<file path="src/sv/pcsm_pkg.sv">
// Shared types and constants of the P-code stack machine.
package pcsm_pkg;

    localparam logic [4:0] OP_LDA   = 5'd0;
    localparam logic [4:0] OP_LDV   = 5'd1;
    localparam logic [4:0] OP_LDC   = 5'd2;
    localparam logic [4:0] OP_JMP   = 5'd3;
    localparam logic [4:0] OP_JIF   = 5'd4;
    localparam logic [4:0] OP_JSR   = 5'd5;
    localparam logic [4:0] OP_RSR   = 5'd6;
    localparam logic [4:0] OP_RD    = 5'd7;
    localparam logic [4:0] OP_RDLN  = 5'd8;
    localparam logic [4:0] OP_WRT   = 5'd9;
    localparam logic [4:0] OP_WRTLN = 5'd10;
    localparam logic [4:0] OP_AFF   = 5'd11;
    localparam logic [4:0] OP_STOP  = 5'd12;
    localparam logic [4:0] OP_SUP   = 5'd13;
    localparam logic [4:0] OP_SUPE  = 5'd14;
    localparam logic [4:0] OP_INF   = 5'd15;
    localparam logic [4:0] OP_INFE  = 5'd16;
    localparam logic [4:0] OP_EG    = 5'd17;
    localparam logic [4:0] OP_DIFF  = 5'd18;
    localparam logic [4:0] OP_ADD   = 5'd19;
    localparam logic [4:0] OP_SUB   = 5'd20;
    localparam logic [4:0] OP_DIV   = 5'd21;
    localparam logic [4:0] OP_MULT  = 5'd22;
    localparam logic [4:0] OP_NEG   = 5'd23;
    localparam logic [4:0] OP_INC   = 5'd24;
    localparam logic [4:0] OP_DEC   = 5'd25;
    localparam logic [4:0] OP_AND   = 5'd26;
    localparam logic [4:0] OP_OR    = 5'd27;
    localparam logic [4:0] OP_NOT   = 5'd28;

    localparam logic [2:0] ERR_NONE     = 3'd0;
    localparam logic [2:0] ERR_OVERFLOW = 3'd1;
    localparam logic [2:0] ERR_ADDRESS  = 3'd2;
    localparam logic [2:0] ERR_DIVZERO  = 3'd3;
    localparam logic [2:0] ERR_UNSUPP   = 3'd4;

    typedef enum logic [2:0] {
        ST_CLEAR,
        ST_IDLE,
        ST_RDA,
        ST_RDB,
        ST_EXEC,
        ST_DIV,
        ST_WB
    } pcsm_state_t;

    typedef struct packed {
        logic        start;
        logic [31:0] dividend;
        logic [31:0] divisor;
    } div_req_t;

    typedef struct packed {
        logic        busy;
        logic        done;
        logic [31:0] quotient;
    } div_rsp_t;

endpackage

</file>
<file path="src/sv/pcsm_divider.sv">
// Iterative unsigned 32-bit restoring divider, one quotient bit per cycle.
module pcsm_divider (
    input  logic               clk,
    input  logic               rst_n,
    input  pcsm_pkg::div_req_t req,
    output pcsm_pkg::div_rsp_t rsp
);

    logic        busy_reg;
    logic        done_reg;
    logic [4:0]  cnt_reg;
    logic [31:0] q_reg;
    logic [31:0] r_reg;
    logic [31:0] d_reg;
    logic [32:0] trial;

    assign trial = {r_reg, q_reg[31]} - {1'b0, d_reg};

    always_ff @(posedge clk or negedge rst_n)
    begin
        if (!rst_n)
        begin
            busy_reg <= 1'b0;
            done_reg <= 1'b0;
            cnt_reg  <= '0;
        end
        else
        begin
            done_reg <= 1'b0;
            if (req.start)
            begin
                busy_reg <= 1'b1;
                cnt_reg  <= '0;
            end
            else if (busy_reg)
            begin
                cnt_reg <= cnt_reg + 5'd1;
                if (cnt_reg == 5'd31)
                begin
                    busy_reg <= 1'b0;
                    done_reg <= 1'b1;
                end
            end
        end
    end

    always_ff @(posedge clk)
    begin
        if (req.start)
        begin
            q_reg <= req.dividend;
            r_reg <= '0;
            d_reg <= req.divisor;
        end
        else if (busy_reg)
        begin
            if (!trial[32])
            begin
                r_reg <= trial[31:0];
                q_reg <= {q_reg[30:0], 1'b1};
            end
            else
            begin
                r_reg <= {r_reg[30:0], q_reg[31]};
                q_reg <= {q_reg[30:0], 1'b0};
            end
        end
    end

    assign rsp.busy     = busy_reg;
    assign rsp.done     = done_reg;
    assign rsp.quotient = q_reg;

endmodule

</file>
<file path="config.mk">
export PLATFORM = sky130hd
export DESIGN_NAME = pcsm_divider
export DESIGN_NICKNAME = d
export VERILOG_FILES = /design/src/sv/pcsm_pkg.sv /design/src/sv/pcsm_divider.sv
export SDC_FILE = /design/constraint.sdc
export NUM_CORES = 1
export LEC_CHECK = 0
export BUFFER_PORTS_ARGS = -buffer_cell sky130_fd_sc_hd__buf_2
export CAP_MARGIN = 20
export CORE_AREA = 10 10 162 104
export DETAILED_ROUTE_END_ITERATION = 12
export DIE_AREA = 0 0 172 114
export PLACE_DENSITY = 0.67
export SLEW_MARGIN = 20
export SYNTH_ARGS = -nofsm -noshare
export SYNTH_HDL_FRONTEND = slang
export SYNTH_SLANG_ARGS = --single-unit
</file>
<file path="constraint.sdc">
create_clock -name clk -period 2.7 [get_ports clk]
set_clock_uncertainty 0.2 [all_clocks]
set_input_delay 0.135 -clock clk [delete_from_list [all_inputs] [get_ports clk]]
set_output_delay 0.135 -clock clk [all_outputs]
set_load 0.01 [all_outputs]
</file>
==> results by group <==
STA
  • Setup TNS: -7.30 ns
  • Max Fclk: 0.330 GHz
  • Final worst slack: -0.333 ns
  • Final setup fails: 33
  • Final hold vios: 0
  • Minimum clock period: 3.03 ns
  • Slew Limit Fails: 0
  • Unrepaired setup endpoints after global routing: yes
  • Final Cycle Share: 1.12
  • Slew HR: 0.635
  • Slew @ Worst Pin: 0.548 ns

Final layout
  • Fraction of layout cells with a size suffix above 1: 0.389
  • Finished Layout Cells: 997
  • Commonest cells after routing, fill and taps aside: buf_2, buf_4, dlygate4sd3_1, edfxtp_1, nand2_1
  • Reg area: 0.00274 mm²
  • Most common library cell in the layout ignoring fill and taps: buf_2
  • Number of nets in the layout: 914
  • Multi-input logic area: 0.00318 mm²
  • Fill cell count: 1131
  • Synthesis-to-finish area growth: 42.2%
  • ANT cells: 0

Drt
  • Post-route ant nets: 0
  • Routed len/inst: 17.0 µm
  • Detailed-route via count: 5241
  • Vias/cell: 5.26
  • DR DRC count: 0
  • Iteration-0 DRC count of the detailed router: 336
  • Length of the first detailed-routing pass in iterations: 5
  • DRT Wirelength: 16900 µm

Status
  • Outcome: finished, violations left
  • Failing checks: setup timing

Clock tree
  • CTS Sinks: 103
  • Clk slew on worst S/H paths: 0.08 ns
  • CTS buffer count: 9
  • Skew-Pair Late Insertion Delay: 0.36 ns
  • H-tree depth: 3
  • Bufs on Longest Clock Path: 2
  • CTS tree: built
  • Clock Tree Root: clkbuf_16

Die
  • Die Width: 172 µm
  • Starting Density: 0.428
  • Core Area: 0.0140 mm²
  • FP Rows: 34
  • Num ports: 101
  • Die area: 0.0196 mm²
  • Die height: 114 µm

Setup path
  • Crit path largest cell delay: 0.42 ns
  • Crit path buffers/inverters: 4
  • Crit Reg-Reg Endpoint: r_reg[14]
  • Crit path launch type: flip-flop
  • Reg2reg start: q_reg[31]
  • Crit-path leading delay family: compound AO/OA/AOI/OAI gates
  • Critical path type: reg2reg
  • Crit path capture type: flip-flop
  • R2R depth: 15
  • Worst EP required: 2.75 ns
  • Worst reg2reg setup slack: -0.33 ns
  • Most frequent CP cell: buf_4
  • Data arrival, critical path: 3.08 ns
  • Crit path cell chain: inv_2 -> ha_4 -> fa_2 -> nor2b_2 -> o31a_1 -> o31ai_4 -> a22oi_4 -> buf_4 -> buf_6 -> buf_4 -> a21o_1 -> a21oi_2 -> xnor2_1 -> nand2_1 -> a311oi_1
  • Worst Path Max Fanout: 3
  • Critical path's slowest cell: edfxtp_1
  • Critical path depth: 15

Synth
  • Mapped Area: 0.00601 mm²
  • Unique masters post-synth: 65
  • Seq/Total Area, Yosys: 0.456
  • Syn. warnings: 0
  • Number of synthesized flops with an enable pin: 64
  • Mean Syn Cell Area: 10.6 µm²
  • Synth Register Bits: 103
  • Most used DFF post-synth: edfxtp_1
  • Syn Nets: 670
  • Syn Inst Count: 568
  • FFs w/ async S/R, synth: 0.0680

Pwr
  • Power Density: 439 mW/mm²
  • Peak VDD IR: 0.429 mV
  • Leak Pwr: 0.00389 µW
  • Power Total: 3750 µW

Min path
  • Worst Hold Class: in2reg
  • Cell count of the worst hold path: 2
  • Hold Startpoint: req[28]
  • Hold Path End: d_reg[28]

Global routing
  • Initial antenna violation count: 0
  • GRT overflow: 0
  • First-pass GRT wire length: 27200 µm
  • Total GRT Usage: 0.169
  • Number of global-route vias before repair: 5357
  • Largest net degree at the start of global routing: 100

Placement
  • GP Congestion: 0.895
  • IO Port Bufs: 100
  • Pre-CTS WS: -0.408 ns
  • Inst Count DP: 901
  • DP HPWL: 11600 µm

Flow run
  • Max-cap violations: 0
## worst reg2reg max path: cells and delay by family, from the launching register on
| kind | cells | cell delay (ns) |
|---|---|---|
| adder cells (fa/ha/maj) | 2 | 0.35 |
| XOR/XNOR | 1 | 0.13 |
| buffers and inverters | 4 | 0.48 |
| AO/OA/AOI/OAI | 6 | 1.22 |
| flip-flops | 1 | 0.42 |
| AND/OR/NAND/NOR | 2 | 0.12 |
## per-layer routing
| metal | vias to the layer above | share of wire | track usage |
|---|---|---|---|
| li1 | 2555 | - | - |
| met1 | 2491 | 0.46 | 0.223 |
| met2 | 180 | 0.45 | 0.258 |
| met3 | 15 | 0.085 | 0.0680 |
| met4 | 0 | 0.0091 | 0.0326 |
| met5 | - | 0 | 0 |
## worst max path at each step
stage,startpoint,endpoint,slack (ns)
global placement,d_reg[1],r_reg[31],-0.29
global route,q_reg[31],r_reg[14],-0.43
finish,q_reg[31],r_reg[14],-0.33
CTS,q_reg[31],r_reg[5],-0.31
floorplan,q_reg[31],r_reg[5],-0.18
detailed placement,d_reg[18],r_reg[0],-0.41
## power by group
group / internal (µW) / total, µW / switching [µW]
Combinational: 326 / 615 / 290
Clock: 654 / 1310 / 653
Sequential: 1780 / 1830 / 50.7
Total: 2760 / 3750 / 993
## final cells by class
type | count | share of cell area
Multi-Input combinational cell | 395 | 0.372
Clock buffer | 10 | 0.0268
Timing Repair Buffer | 259 | 0.228
Sequential cell | 103 | 0.320
Tap cell | 180 | 0.0264
Inverter | 44 | 0.0193
Clock inverter | 6 | 0.00703
## per-stage QoR
| stage | utilization | cell area [µm²] | hold WS (ns) |
|---|---|---|---|
| final | 0.609 | 8550 | 0.284 |
| after detailed placement | 0.512 | 7190 | -0.223 |
| after global routing | 0.609 | 8550 | 0.290 |
| after global placement | 0.512 | 7190 | -0.230 |
| after floorplan | - | 6050 | -0.361 |
| after CTS | 0.591 | 8290 | 0.278 |
## kinds of logic after synthesis
family                     after synthesis  share of synthesized area
AOI/OAI and AO/OA                      141                      0.186
xor gates and xnor gates                27                     0.0394
adders and majority gates               35                     0.0741
buffers and inverters                   70                     0.0604
DFF                                    103                      0.456
muxes                                   36                     0.0664
and+or+nand+nor                        156                      0.118
## repair_timing
action	4_1_cts	5_1_grt
setup endpoints to repair	33	33
buffers inserted	5	8
hold buffers	67	0
cloned	0	0
gates resized for setup	23	42
hold endpoints to repair	72	0
pin swaps	10	14
## Yosys cell counts, drive strengths merged, types with 15 or more instances
cell | number | area, µm²
a21oi | 37 | 185
nand2 | 66 | 248
ha | 34 | 425
nor2 | 45 | 169
dfxtp | 32 | 641
a21o | 15 | 114
inv | 44 | 165
a311oi | 20 | 244
mux2 | 31 | 349
clkbuf | 16 | 100
xnor2 | 16 | 140
edfxtp | 64 | 1920
(Power assumes the default switching activity.)
